===== config.mk =====
export PLATFORM = sky130hd
export DESIGN_NAME = console_byte_parser
export DESIGN_NICKNAME = d
export VERILOG_FILES = /design/src/rtl/cbp_pkg.sv /design/src/rtl/cbp_front.sv /design/src/rtl/cbp_fifo.sv /design/src/rtl/cbp_div.sv /design/src/rtl/cbp_back.sv /design/src/rtl/console_byte_parser.sv
export SDC_FILE = /design/constraint.sdc
export NUM_CORES = 1
export LEC_CHECK = 0
export ABC_AREA = 1
export BUFFER_PORTS_ARGS = -buffer_cell sky130_fd_sc_hd__buf_4
export CAP_MARGIN = 25
export CORE_MARGIN = 2
export CORE_UTILIZATION = 30
export DETAILED_ROUTE_END_ITERATION = 16
export PLACE_DENSITY = 0.41
export SETUP_SLACK_MARGIN = 0.05
export SLEW_MARGIN = 25
export SYNTH_ARGS = -nofsm -noshare
export SYNTH_HDL_FRONTEND = slang
export SYNTH_SLANG_ARGS = --single-unit
export TNS_END_PERCENT = 1

===== constraint.sdc =====
create_clock -name i_clk -period 6.35 [get_ports i_clk]
set_input_delay 0 -clock i_clk [delete_from_list [all_inputs] [get_ports i_clk]]
set_output_delay 0 -clock i_clk [all_outputs]
set_load 0.005 [all_outputs]

===== src/rtl/cbp_pkg.sv =====
// ----------------------------------------------------------------------------
// cbp_pkg
// Shared types and constants of the console byte parser: operation codes
// passed from the byte decoder to the cursor engine, result layout, states.
// ----------------------------------------------------------------------------
package cbp_pkg;

    // result kinds, as they leave on the master tuser
    typedef enum logic [2:0] {
        ACT_CURSOR = 3'd0,
        ACT_DRAW   = 3'd1,
        ACT_ERASE  = 3'd2,
        ACT_SCROLL = 3'd3,
        ACT_ESC    = 3'd4,
        ACT_CTRL   = 3'd5
    } t_action;

    // decoded operations queued between decoder and cursor engine
    typedef enum logic [2:0] {
        OP_NONE  = 3'd0,
        OP_PRINT = 3'd1,
        OP_CR    = 3'd2,
        OP_LF    = 3'd3,
        OP_TAB   = 3'd4,
        OP_BS    = 3'd5,
        OP_ESC   = 3'd6,
        OP_CTRL  = 3'd7
    } t_op_kind;

    // escape parser phase
    typedef enum logic [1:0] {
        ESC_IDLE  = 2'd0,
        ESC_SEEN  = 2'd1,
        ESC_US    = 2'd2,
        ESC_DIGIT = 2'd3
    } t_esc_phase;

    // configuration register indexes
    typedef enum logic [1:0] {
        CFG_GLYPH_W  = 2'd0,
        CFG_GLYPH_H  = 2'd1,
        CFG_LINE_PX  = 2'd2,
        CFG_BUF_ROWS = 2'd3
    } t_cfg_idx;

    // cursor engine states
    typedef enum logic [3:0] {
        S_IDLE,
        S_EXEC,
        S_TWAIT,
        S_PCHK,
        S_NLA,
        S_NLB,
        S_NLC,
        S_NLD,
        S_NLE,
        S_DRAW
    } t_bstate;

    typedef struct packed {
        t_op_kind    kind;
        logic [20:0] cp;
        logic [3:0]  arg;
        logic [7:0]  letter;
    } t_op;

    // effective configuration (zero glyph sizes already mapped to one)
    typedef struct packed {
        logic [4:0] gw;
        logic [4:0] gh;
        logic [9:0] line_px;
        logic [7:0] rows;
    } t_cfg;

    typedef struct packed {
        t_action     action;
        logic [20:0] cp;
        logic [9:0]  x;
        logic [7:0]  y;
        logic [3:0]  arg;
        logic [7:0]  letter;
        logic        last;
    } t_result;

    // divider request and response
    typedef struct packed {
        logic       start;
        logic [9:0] dividend;
        logic [4:0] divisor;
    } t_div_req;

    typedef struct packed {
        logic       done;
        logic [9:0] quo;
        logic [2:0] qmod;
    } t_div_rsp;

    localparam logic [7:0] CH_US    = 8'h5f;
    localparam logic [7:0] CH_ZERO  = 8'h30;
    localparam logic [7:0] CH_SPACE = 8'h20;
    localparam logic [7:0] CH_CR    = 8'h0d;
    localparam logic [7:0] CH_LF    = 8'h0a;
    localparam logic [7:0] CH_TAB   = 8'h09;
    localparam logic [7:0] CH_BS    = 8'h08;
    localparam logic [7:0] CH_ESC   = 8'h1b;

    localparam logic [7:0] UTF_LEAD4 = 8'hf0;
    localparam logic [7:0] UTF_LEAD3 = 8'he0;
    localparam logic [7:0] UTF_LEAD2 = 8'hc0;
    localparam logic [7:0] UTF_CONT  = 8'h80;
    localparam logic [7:0] MASK_CONT = 8'h3f;
    localparam logic [7:0] MASK_L4   = 8'h07;
    localparam logic [7:0] MASK_L3   = 8'h0f;
    localparam logic [7:0] MASK_L2   = 8'h1f;

endpackage


===== src/rtl/cbp_front.sv =====
// ----------------------------------------------------------------------------
// cbp_front
// Byte decoder: UTF-8 assembly and escape parsing; turns every accepted
// byte into exactly one queued operation.
// ----------------------------------------------------------------------------
module cbp_front import cbp_pkg::*; (
    input  logic       i_clk,
    input  logic       i_rst_n,
    input  logic       i_valid,
    input  logic [7:0] i_byte,
    output logic       o_ready,
    input  logic       i_q_full,
    output logic       o_push,
    output t_op        o_op
);

    t_esc_phase  r_esc, n_esc;
    logic [7:0]  r_digit, n_digit;
    logic [20:0] r_accum, n_accum;
    logic [2:0]  r_pend, n_pend;
    logic [7:0]  esc_arg;
    logic        accept;

    assign o_ready = !i_q_full;
    assign accept  = i_valid && !i_q_full;
    assign o_push  = accept;
    assign esc_arg = r_digit - CH_ZERO;

    // classify the byte and advance decoder state
    always_comb begin
        n_esc       = r_esc;
        n_digit     = r_digit;
        n_accum     = r_accum;
        n_pend      = r_pend;
        o_op.kind   = OP_NONE;
        o_op.cp     = '0;
        o_op.arg    = '0;
        o_op.letter = '0;
        if (accept) begin
            unique case (r_esc)
                ESC_SEEN: n_esc = (i_byte == CH_US) ? ESC_US : ESC_IDLE;
                ESC_US: begin
                    n_digit = i_byte;
                    n_esc   = ESC_DIGIT;
                end
                ESC_DIGIT: begin
                    n_esc = ESC_IDLE;
                    if (esc_arg <= 8'd9) begin
                        o_op.kind   = OP_ESC;
                        o_op.arg    = esc_arg[3:0];
                        o_op.letter = i_byte;
                    end
                end
                ESC_IDLE: begin
                    priority if (i_byte >= UTF_LEAD4) begin
                        n_accum = {13'd0, i_byte & MASK_L4};
                        n_pend  = 3'd4;
                    end else if (i_byte >= UTF_LEAD3) begin
                        n_accum = {13'd0, i_byte & MASK_L3};
                        n_pend  = 3'd3;
                    end else if (i_byte >= UTF_LEAD2) begin
                        n_accum = {13'd0, i_byte & MASK_L2};
                        n_pend  = 3'd2;
                    end else if (i_byte >= UTF_CONT) begin
                        // stray continuation bytes are dropped
                        if (r_pend >= 3'd2) begin
                            n_accum = {r_accum[14:0], i_byte[5:0] & MASK_CONT[5:0]};
                            n_pend  = r_pend - 3'd1;
                            if (r_pend == 3'd2) begin
                                n_pend    = 3'd0;
                                o_op.kind = OP_PRINT;
                                o_op.cp   = {r_accum[14:0], i_byte[5:0]};
                            end
                        end
                    end else if (i_byte >= CH_SPACE) begin
                        o_op.kind = OP_PRINT;
                        o_op.cp   = {13'd0, i_byte};
                    end else begin
                        priority case (i_byte)
                            CH_CR:  o_op.kind = OP_CR;
                            CH_LF:  o_op.kind = OP_LF;
                            CH_TAB: o_op.kind = OP_TAB;
                            CH_BS:  o_op.kind = OP_BS;
                            CH_ESC: n_esc     = ESC_SEEN;
                            default: begin
                                o_op.kind = OP_CTRL;
                                o_op.cp   = {13'd0, i_byte};
                            end
                        endcase
                    end
                end
                default: n_esc = ESC_IDLE;
            endcase
        end
    end

    always_ff @(posedge i_clk) begin
        if (!i_rst_n) begin
            r_esc   <= ESC_IDLE;
            r_digit <= '0;
            r_accum <= '0;
            r_pend  <= '0;
        end else begin
            r_esc   <= n_esc;
            r_digit <= n_digit;
            r_accum <= n_accum;
            r_pend  <= n_pend;
        end
    end

endmodule


===== src/rtl/cbp_fifo.sv =====
// ----------------------------------------------------------------------------
// cbp_fifo
// Two-entry operation queue between byte decoder and cursor engine.
// ----------------------------------------------------------------------------
module cbp_fifo import cbp_pkg::*; (
    input  logic i_clk,
    input  logic i_rst_n,
    input  logic i_push,
    input  t_op  i_op,
    input  logic i_pop,
    output logic o_valid,
    output logic o_full,
    output t_op  o_op
);

    t_op        r_mem [2];
    logic       r_wp, r_rp;
    logic [1:0] r_cnt;

    assign o_valid = (r_cnt != 2'd0);
    assign o_full  = (r_cnt == 2'd2);
    assign o_op    = r_mem[r_rp];

    // storage
    always_ff @(posedge i_clk) begin
        if (i_push) begin
            r_mem[r_wp] <= i_op;
        end
    end

    // pointers and fill level
    always_ff @(posedge i_clk) begin
        if (!i_rst_n) begin
            r_wp  <= 1'b0;
            r_rp  <= 1'b0;
            r_cnt <= 2'd0;
        end else begin
            if (i_push) r_wp <= !r_wp;
            if (i_pop)  r_rp <= !r_rp;
            r_cnt <= r_cnt + {1'b0, i_push} - {1'b0, i_pop};
        end
    end

endmodule


===== src/rtl/cbp_div.sv =====
// ----------------------------------------------------------------------------
// cbp_div
// Restoring divider, one quotient bit per cycle, also keeping the quotient
// modulo the tab stop as the bits arrive.
// ----------------------------------------------------------------------------
module cbp_div import cbp_pkg::*; #(
    parameter int TAB_STOP = 8
) (
    input  logic     i_clk,
    input  logic     i_rst_n,
    input  t_div_req i_req,
    output t_div_rsp o_rsp
);

    logic [9:0] r_dvd;
    logic [4:0] r_dsr;
    logic [4:0] r_rem;
    logic [2:0] r_qm;
    logic [3:0] r_cnt;
    logic       r_busy, r_done;
    logic [5:0] trial;
    logic       ge;
    logic [3:0] qm2;

    assign trial = {r_rem, r_dvd[9]};
    assign ge    = (trial >= {1'b0, r_dsr});
    assign qm2   = {r_qm, ge};

    assign o_rsp.done = r_done;
    assign o_rsp.quo  = r_dvd;
    assign o_rsp.qmod = r_qm;

    // datapath step
    always_ff @(posedge i_clk) begin
        if (i_req.start) begin
            r_dvd <= i_req.dividend;
            r_dsr <= i_req.divisor;
            r_rem <= '0;
            r_qm  <= '0;
        end else if (r_busy) begin
            r_dvd <= {r_dvd[8:0], ge};
            r_rem <= ge ? 5'(trial - {1'b0, r_dsr}) : trial[4:0];
            r_qm  <= (qm2 >= 4'(TAB_STOP)) ? 3'(qm2 - 4'(TAB_STOP)) : qm2[2:0];
        end
    end

    // step counter
    always_ff @(posedge i_clk) begin
        if (!i_rst_n) begin
            r_busy <= 1'b0;
            r_done <= 1'b0;
            r_cnt  <= '0;
        end else begin
            r_done <= 1'b0;
            if (i_req.start) begin
                r_busy <= 1'b1;
                r_cnt  <= '0;
            end else if (r_busy) begin
                r_cnt <= r_cnt + 4'd1;
                if (r_cnt == 4'd9) begin
                    r_busy <= 1'b0;
                    r_done <= 1'b1;
                end
            end
        end
    end

endmodule


===== src/rtl/cbp_back.sv =====
// ----------------------------------------------------------------------------
// cbp_back
// Cursor engine: executes queued operations, tracks the pixel cursor and
// fills the output register with result beats.
// ----------------------------------------------------------------------------
module cbp_back import cbp_pkg::*; #(
    parameter int TAB_STOP = 8
) (
    input  logic     i_clk,
    input  logic     i_rst_n,
    input  t_cfg     i_cfg,
    input  logic     i_op_valid,
    input  t_op      i_op,
    output logic     o_pop,
    output t_div_req o_div_req,
    input  t_div_rsp i_div_rsp,
    output logic     o_valid,
    input  logic     i_ready,
    output t_result  o_res
);

    t_bstate    r_state, n_state;
    logic [9:0] r_col, n_col;
    logic [7:0] r_row, n_row;
    t_op        r_op, n_op;
    logic [3:0] r_cnt, n_cnt;
    logic       r_from_print, n_from_print;
    logic       r_scroll, n_scroll;
    logic [9:0] r_q1, n_q1;
    logic       r_ovalid, n_ovalid;
    t_result    r_out, n_out;
    logic       out_free, wrap, nle_need;

    assign out_free = !r_ovalid || i_ready;
    assign wrap     = ({1'b0, r_col} + {6'd0, i_cfg.gw}) > {1'b0, i_cfg.line_px};
    assign nle_need = r_scroll || !r_from_print;
    assign o_valid  = r_ovalid;
    assign o_res    = r_out;

    // next state
    always_comb begin
        n_state = r_state;
        unique case (r_state)
            S_IDLE:  if (i_op_valid) n_state = S_EXEC;
            S_EXEC: begin
                unique case (r_op.kind)
                    OP_PRINT: n_state = S_PCHK;
                    OP_TAB:   n_state = S_TWAIT;
                    OP_LF:    n_state = S_NLA;
                    default:  if (out_free) n_state = S_IDLE;
                endcase
            end
            S_TWAIT: if (i_div_rsp.done) n_state = S_PCHK;
            S_PCHK:  n_state = wrap ? S_NLA : S_DRAW;
            S_NLA:   n_state = S_NLB;
            S_NLB:   if (i_div_rsp.done) n_state = S_NLC;
            S_NLC:   n_state = S_NLD;
            S_NLD:   if (i_div_rsp.done) n_state = S_NLE;
            S_NLE: begin
                if (!nle_need || out_free) n_state = r_from_print ? S_DRAW : S_IDLE;
            end
            S_DRAW: begin
                if (out_free) n_state = (r_cnt == 4'd1) ? S_IDLE : S_PCHK;
            end
            default: n_state = S_IDLE;
        endcase
    end

    // datapath and result beats
    always_comb begin
        n_col        = r_col;
        n_row        = r_row;
        n_op         = r_op;
        n_cnt        = r_cnt;
        n_from_print = r_from_print;
        n_scroll     = r_scroll;
        n_q1         = r_q1;
        n_ovalid     = r_ovalid && !i_ready;
        n_out        = r_out;
        o_pop        = 1'b0;
        o_div_req.start    = 1'b0;
        o_div_req.dividend = r_col;
        o_div_req.divisor  = i_cfg.gh;
        unique case (r_state)
            S_IDLE: begin
                if (i_op_valid) begin
                    o_pop = 1'b1;
                    n_op  = i_op;
                end
            end
            S_EXEC: begin
                unique case (r_op.kind)
                    OP_PRINT: n_cnt = 4'd1;
                    OP_TAB: begin
                        o_div_req.start   = 1'b1;
                        o_div_req.divisor = i_cfg.gw;
                    end
                    OP_LF: n_from_print = 1'b0;
                    default: begin
                        if (out_free) begin
                            n_ovalid = 1'b1;
                            n_out    = '{ACT_CURSOR, 21'd0, r_col, r_row, 4'd0, 8'd0, 1'b1};
                            unique case (r_op.kind)
                                OP_CR: n_out.x = '0;
                                OP_ESC: begin
                                    n_out.action = ACT_ESC;
                                    n_out.arg    = r_op.arg;
                                    n_out.letter = r_op.letter;
                                end
                                OP_CTRL: begin
                                    n_out.action = ACT_CTRL;
                                    n_out.cp     = r_op.cp;
                                end
                                OP_BS: begin
                                    if (r_col >= {5'd0, i_cfg.gw}) begin
                                        n_out.action = ACT_ERASE;
                                        n_out.x      = r_col - {5'd0, i_cfg.gw};
                                    end
                                end
                                default: n_out.action = ACT_CURSOR;
                            endcase
                            n_col = n_out.x;
                        end
                    end
                endcase
            end
            S_TWAIT: begin
                if (i_div_rsp.done) begin
                    n_cnt   = 4'(TAB_STOP) - {1'b0, i_div_rsp.qmod};
                    n_op.cp = {13'd0, CH_SPACE};
                end
            end
            S_PCHK: if (wrap) n_from_print = 1'b1;
            S_NLA: begin
                o_div_req.start    = 1'b1;
                o_div_req.dividend = {2'd0, r_row};
            end
            S_NLB: if (i_div_rsp.done) n_q1 = i_div_rsp.quo;
            S_NLC: begin
                o_div_req.start    = 1'b1;
                o_div_req.dividend = {2'd0, i_cfg.rows};
            end
            S_NLD: begin
                if (i_div_rsp.done) begin
                    n_col = '0;
                    // the cursor sits on the last text row: scroll instead
                    if ((r_q1 + 10'd1) == i_div_rsp.quo) begin
                        n_scroll = 1'b1;
                    end else begin
                        n_scroll = 1'b0;
                        n_row    = r_row + {3'd0, i_cfg.gh};
                    end
                end
            end
            S_NLE: begin
                if (nle_need && out_free) begin
                    n_ovalid = 1'b1;
                    n_out    = '{(r_scroll ? ACT_SCROLL : ACT_CURSOR), 21'd0, r_col,
                                 r_row, 4'd0, 8'd0, !r_from_print};
                end
            end
            S_DRAW: begin
                if (out_free) begin
                    n_ovalid = 1'b1;
                    n_out    = '{ACT_DRAW, r_op.cp, r_col, r_row, 4'd0, 8'd0,
                                 (r_cnt == 4'd1)};
                    n_col    = r_col + {5'd0, i_cfg.gw};
                    n_cnt    = r_cnt - 4'd1;
                end
            end
            default: n_ovalid = r_ovalid && !i_ready;
        endcase
    end

    // payload registers
    always_ff @(posedge i_clk) begin
        r_op   <= n_op;
        r_cnt  <= n_cnt;
        r_q1   <= n_q1;
        r_out  <= n_out;
    end

    // control registers
    always_ff @(posedge i_clk) begin
        if (!i_rst_n) begin
            r_state      <= S_IDLE;
            r_col        <= '0;
            r_row        <= '0;
            r_from_print <= 1'b0;
            r_scroll     <= 1'b0;
            r_ovalid     <= 1'b0;
        end else begin
            r_state      <= n_state;
            r_col        <= n_col;
            r_row        <= n_row;
            r_from_print <= n_from_print;
            r_scroll     <= n_scroll;
            r_ovalid     <= n_ovalid;
        end
    end

endmodule


===== src/rtl/console_byte_parser.sv =====
// ----------------------------------------------------------------------------
// console_byte_parser
// Console byte stream to drawing commands: UTF-8 decode, cursor tracking.
// ----------------------------------------------------------------------------
// Usage: bytes enter on the slave stream (tdata[7:0]). Each byte yields one
// to sixteen result beats on the master stream; tlast marks the final beat
// of a byte, tuser carries the action code. Registers are written through
// i_cfg_we/i_cfg_idx/i_cfg_data while the block is idle.
// A decoder takes one byte per cycle into a two-entry queue while the
// queue is not full; the cursor engine then executes the queued operations.
// A line feed or a wrap runs two 10-step divisions on the shared serial
// divider; a tab runs one before its spaces.
// Reset clears the cursor, the UTF-8 and escape state, the queue and the
// output register, and loads the register defaults.
// When the receiver stalls, the output register holds its beat, the engine
// waits, and once the queue is full s_axis_tready drops.
// ----------------------------------------------------------------------------
module console_byte_parser import cbp_pkg::*; #(
    parameter int TAB_STOP = 8
) (
    input  logic        i_clk,
    input  logic        i_rst_n,
    input  logic        s_axis_tvalid,
    output logic        s_axis_tready,
    input  logic [7:0]  s_axis_tdata,   // in_byte
    output logic        m_axis_tvalid,
    input  logic        m_axis_tready,
    output logic [55:0] m_axis_tdata,   // code_point, pos_x, pos_y, esc_arg, esc_letter
    output logic [2:0]  m_axis_tuser,   // action
    output logic        m_axis_tlast,
    input  logic        i_cfg_we,
    input  logic [1:0]  i_cfg_idx,
    input  logic [9:0]  i_cfg_data
);

    logic [4:0] r_gw, r_gh;
    logic [9:0] r_line;
    logic [7:0] r_rows;
    t_cfg       cfg;
    logic       q_full, q_valid, push, pop;
    t_op        op_in, op_out;
    t_div_req   div_req;
    t_div_rsp   div_rsp;
    t_result    res;

    // configuration registers
    always_ff @(posedge i_clk) begin
        if (!i_rst_n) begin
            r_gw   <= 5'd8;
            r_gh   <= 5'd16;
            r_line <= 10'd256;
            r_rows <= 8'd16;
        end else if (i_cfg_we) begin
            unique case (t_cfg_idx'(i_cfg_idx))
                CFG_GLYPH_W:  r_gw   <= i_cfg_data[4:0];
                CFG_GLYPH_H:  r_gh   <= i_cfg_data[4:0];
                CFG_LINE_PX:  r_line <= i_cfg_data;
                CFG_BUF_ROWS: r_rows <= i_cfg_data[7:0];
                default:      r_rows <= r_rows;
            endcase
        end
    end

    // zero glyph size acts as one
    assign cfg.gw      = (r_gw == 5'd0) ? 5'd1 : r_gw;
    assign cfg.gh      = (r_gh == 5'd0) ? 5'd1 : r_gh;
    assign cfg.line_px = r_line;
    assign cfg.rows    = r_rows;

    cbp_front u_front (
        .i_clk   (i_clk),
        .i_rst_n (i_rst_n),
        .i_valid (s_axis_tvalid),
        .i_byte  (s_axis_tdata),
        .o_ready (s_axis_tready),
        .i_q_full(q_full),
        .o_push  (push),
        .o_op    (op_in)
    );

    cbp_fifo u_fifo (
        .i_clk   (i_clk),
        .i_rst_n (i_rst_n),
        .i_push  (push),
        .i_op    (op_in),
        .i_pop   (pop),
        .o_valid (q_valid),
        .o_full  (q_full),
        .o_op    (op_out)
    );

    cbp_div #(.TAB_STOP(TAB_STOP)) u_div (
        .i_clk   (i_clk),
        .i_rst_n (i_rst_n),
        .i_req   (div_req),
        .o_rsp   (div_rsp)
    );

    cbp_back #(.TAB_STOP(TAB_STOP)) u_back (
        .i_clk      (i_clk),
        .i_rst_n    (i_rst_n),
        .i_cfg      (cfg),
        .i_op_valid (q_valid),
        .i_op       (op_out),
        .o_pop      (pop),
        .o_div_req  (div_req),
        .i_div_rsp  (div_rsp),
        .o_valid    (m_axis_tvalid),
        .i_ready    (m_axis_tready),
        .o_res      (res)
    );

    // output beat packing
    assign m_axis_tdata = {5'd0, res.letter, res.arg, res.y, res.x, res.cp};
    assign m_axis_tuser = res.action;
    assign m_axis_tlast = res.last;

endmodule


==> impl_metrics.tcl <==
set metrics [dict create \
    io_buffers 81 \
    hp-class "input port to flop" \
    gp_congestion 0.8458 \
    met3_usage 0.02547 \
    clkTransAtPathRegs_ns 0.06 \
    cts_tree "built" \
    die_h_um 218.4 \
    synth_top_area_cell "edfxtp_1" \
    grt_use_met2 0.2388 \
    routed_wl_um 38570 \
    grt_pass1_wl_um 60490 \
    finClkSkew_ns 0.01096 \
    ys_top_cells_by_area "edfxtp_1, dfxtp_1, nand2_1, inv_1, a21oi_1" \
    cts-hold-fix-buffers 33 \
    worstMarginPinSlew_ns 0.9679 \
    cp-end-kind "flop" \
    p_leak_nw 6.854 \
    drive_gt1_frac 0.1056 \
    fin_tns_setup_ns 0 \
    final_cells 2286 \
    dieWidth_um 218.4 \
    grt_pass1_vias 10332 \
    clock_sinks 292 \
    core_um2 45380 \
    routedWlPerCell_um 16.87 \
    finalMaxSlewViolations 0 \
    antenna_found_initial 1 \
    crit_fanout 5 \
    drtPass1Iterations 5 \
    ios 87 \
    yosysWarningCount 0 \
    syn_inst 1542 \
    holdWs_ns 0.009645 \
    mappedNetlistArea_um2 13790 \
    vias 10639 \
    min_from "i_rst_n" \
    drt_iter0_drc 723 \
    yosysSeqAreaShare 0.5634 \
    critPathLaunch "r_gw[1]" \
    critPathArrivalTime_ns 3.91 \
    post-cts-setup-buffers 0 \
    final.setup.worst_slack_ns 2.892 \
    outcome "finished, final reports clean" \
    cts_resized 0 \
    maxCapViolCount 0 \
    netlist-cell-type-count 50 \
    die_area_um2 47680 \
    maxSlewHeadroom 0.3529 \
    placed_cell_area_um2 15060 \
    vdd_drop_max_mv 0.1704 \
    detail_route.vias_per_cell 4.654 \
    drtAntennaViolNets 0 \
    clk_latency_ns 0.55 \
    synth_top_area_frac 0.4182 \
    min_path_cells 3 \
    initial_core_util 0.3038 \
    critPathRequiredTime_ns 6.80 \
    final_hold_viol_count 0 \
    fin_util 0.3638 \
    clock_path_buffers 3 \
    power_density_nw_per_um2 421.2 \
    rsz0062_at_grt "no" \
    drc 0 \
    p_total_mw 6.953 \
    synth.avg_cell_area_um2 8.940 \
    period_share 0.5446 \
    grt_max_degree 71 \
    critPathLaunchType "flop" \
    track_usage 0.1647 \
    synth_ff_type "edfxtp_1" \
    grt-ovfl-total 0 \
    use_met1 0.2498 \
    dp_hpwl_um 27070 \
    placedCellCount 2187 \
    min_period_ns 3.458 \
    synth_edf_count 192 \
    reg2regPathDepth 22 \
    h-tree-depth 2 \
    setup_viol 0 \
    syn2layout_area_growth_pct 19.75 \
    ys_async_sr_fraction 0 \
    nNetsFinal 1731 \
    max_freq_ghz 0.2892 \
    std_cell_rows 78 \
    ys_ff_latch 292 \
    reg2reg_slack_ns 2.89 \
    cts_made_buffers 36 \
    fin_area_um2 16510 \
    fillers 4681 \
    r2r-start "r_gw[1]" \
    grt.busiest_layer "met1" \
    place_ws_ns 2.925 \
    cts_root_buf "clkbuf_16" \
    path_class "flop to flop" \
    diodes 0 \
]
==> state kept, by name (all words and copies together) (netlist names), 3 cells and up, named ones only <==
name and count:
u_div.r_cnt 4, u_back.r_state 4, u_front.r_digit 8, u_back.o_res 55, u_back.r_row 8, u_div.r_dvd 10
u_front.r_accum 15, u_front.r_pend 3, r_gw 5, u_back.r_cnt 4, u_back.r_col 10, u_back.r_op 36
r_line 10, u_div.r_rem 5, u_div.r_dsr 5, u_div.r_qm 3, r_gh 5, r_rows 8
u_back.r_q1 10, u_fifo.r_mem 72
==> area by class of cell <==
cell class / instances / area (um^2) / area share
clock buffers: 47 / 973.4 / 0.05897
repair buffers: 125 / 1021 / 0.06185
clock inverters: 19 / 146.4 / 0.008868
multi-input cells: 1007 / 5114 / 0.3098
flip-flops and latches: 292 / 7767 / 0.4705
inverters: 196 / 735.7 / 0.04457
well taps: 600 / 750.7 / 0.04548
==> power by group <==
| group | internal [mW] | switching (mW) |
|---|---|---|
| registers | 2.62 | 0.235 |
| logic | 0.686 | 1.44 |
| clock network | 1.13 | 0.836 |
==> worst paths after layout <==
path                       end
max          u_back.r_state[3]
min            u_fifo.r_cnt[0]
max reg2reg  u_back.r_state[3]
min reg2reg        u_fifo.r_rp
==> layout by cell type, fill, tap and decap left out, types with 2 or more instances in the layout <==
cell	n
conb_1	5
a21oi_1	129
o21ai_1	12
or2_2	3
a22oi_1	3
nor2_2	6
inv_2	13
nand3b_1	3
o22ai_1	11
a211oi_1	4
o211ai_1	6
nor2_1	152
clkbuf_16	37
nor3_1	32
a31oi_1	5
clkinv_1	8
clkinv_2	7
dfxtp_1	100
nor3b_1	4
xnor2_1	7
nor2_4	2
nand2_1	352
nand3_1	75
fa_1	4
buf_4	92
inv_1	181
nand4_1	15
nor4_1	3
o21ai_0	88
nand2_2	5
o31ai_1	2
and2_1	3
edfxtp_1	192
ha_1	44
dlygate4sd3_1	33
clkbuf_1	9
xor2_1	17
==> worst max-delay path: stages, from the launching register on <==
cell and delay (ns):
dfxtp_1 0.34, inv_1 0.19, a41o_1 0.25, ha_1 0.26, inv_1 0.08, fa_1 0.43, inv_1 0.08, nand4_1 0.13
nand2_1 0.14, nand2_1 0.05, and2_1 0.17, ha_1 0.29, nand2_1 0.09, inv_1 0.05, a21oi_1 0.13, nand2_1 0.06
nand2_1 0.05, nand2_1 0.04, nand2_1 0.16, nand3_1 0.12, nand2_1 0.08, nand2_1 0.04, a21oi_1 0.12
==> cell usage after synthesis, types with 5 or more instances <==
cell type and count:
o211ai_1 6, edfxtp_1 192, a211oi_1 5, xor2_1 17, ha_1 44, nor2_2 6
o22ai_1 11, xnor2_1 7, inv_2 13, dfxtp_1 100, nand4_1 15, clkbuf_1 37
buf_2 5, buf_4 6, o21ai_0 88, nand2_2 5, o21ai_1 12, nor2_1 154
nor3_1 32, nand3_1 75, inv_1 181, a31oi_1 5, nand2_1 352, a21oi_1 129
==> routing by layer <==
| layer | vias up | share of wire |
|---|---|---|
| met5 | - | 0 |
| met4 | 0 | 0.018 |
| met3 | 41 | 0.046 |
| met2 | 214 | 0.42 |
| met1 | 4992 | 0.52 |
| li1 | 5392 | - |
==> logic make-up after synthesis <==
logic type / after synthesis / synth area share
adder cells (fa/ha/maj): 48 / 0.04574
AND/OR/NAND/NOR: 660 / 0.2006
other: 1 / 0.0002720
AO/OA/AOI/OAI: 270 / 0.1047
flip-flops: 292 / 0.5634
XOR/XNOR: 24 / 0.01525
buffers and inverters: 247 / 0.06998
No activity file was read; power rests on OpenSTA's default activity.
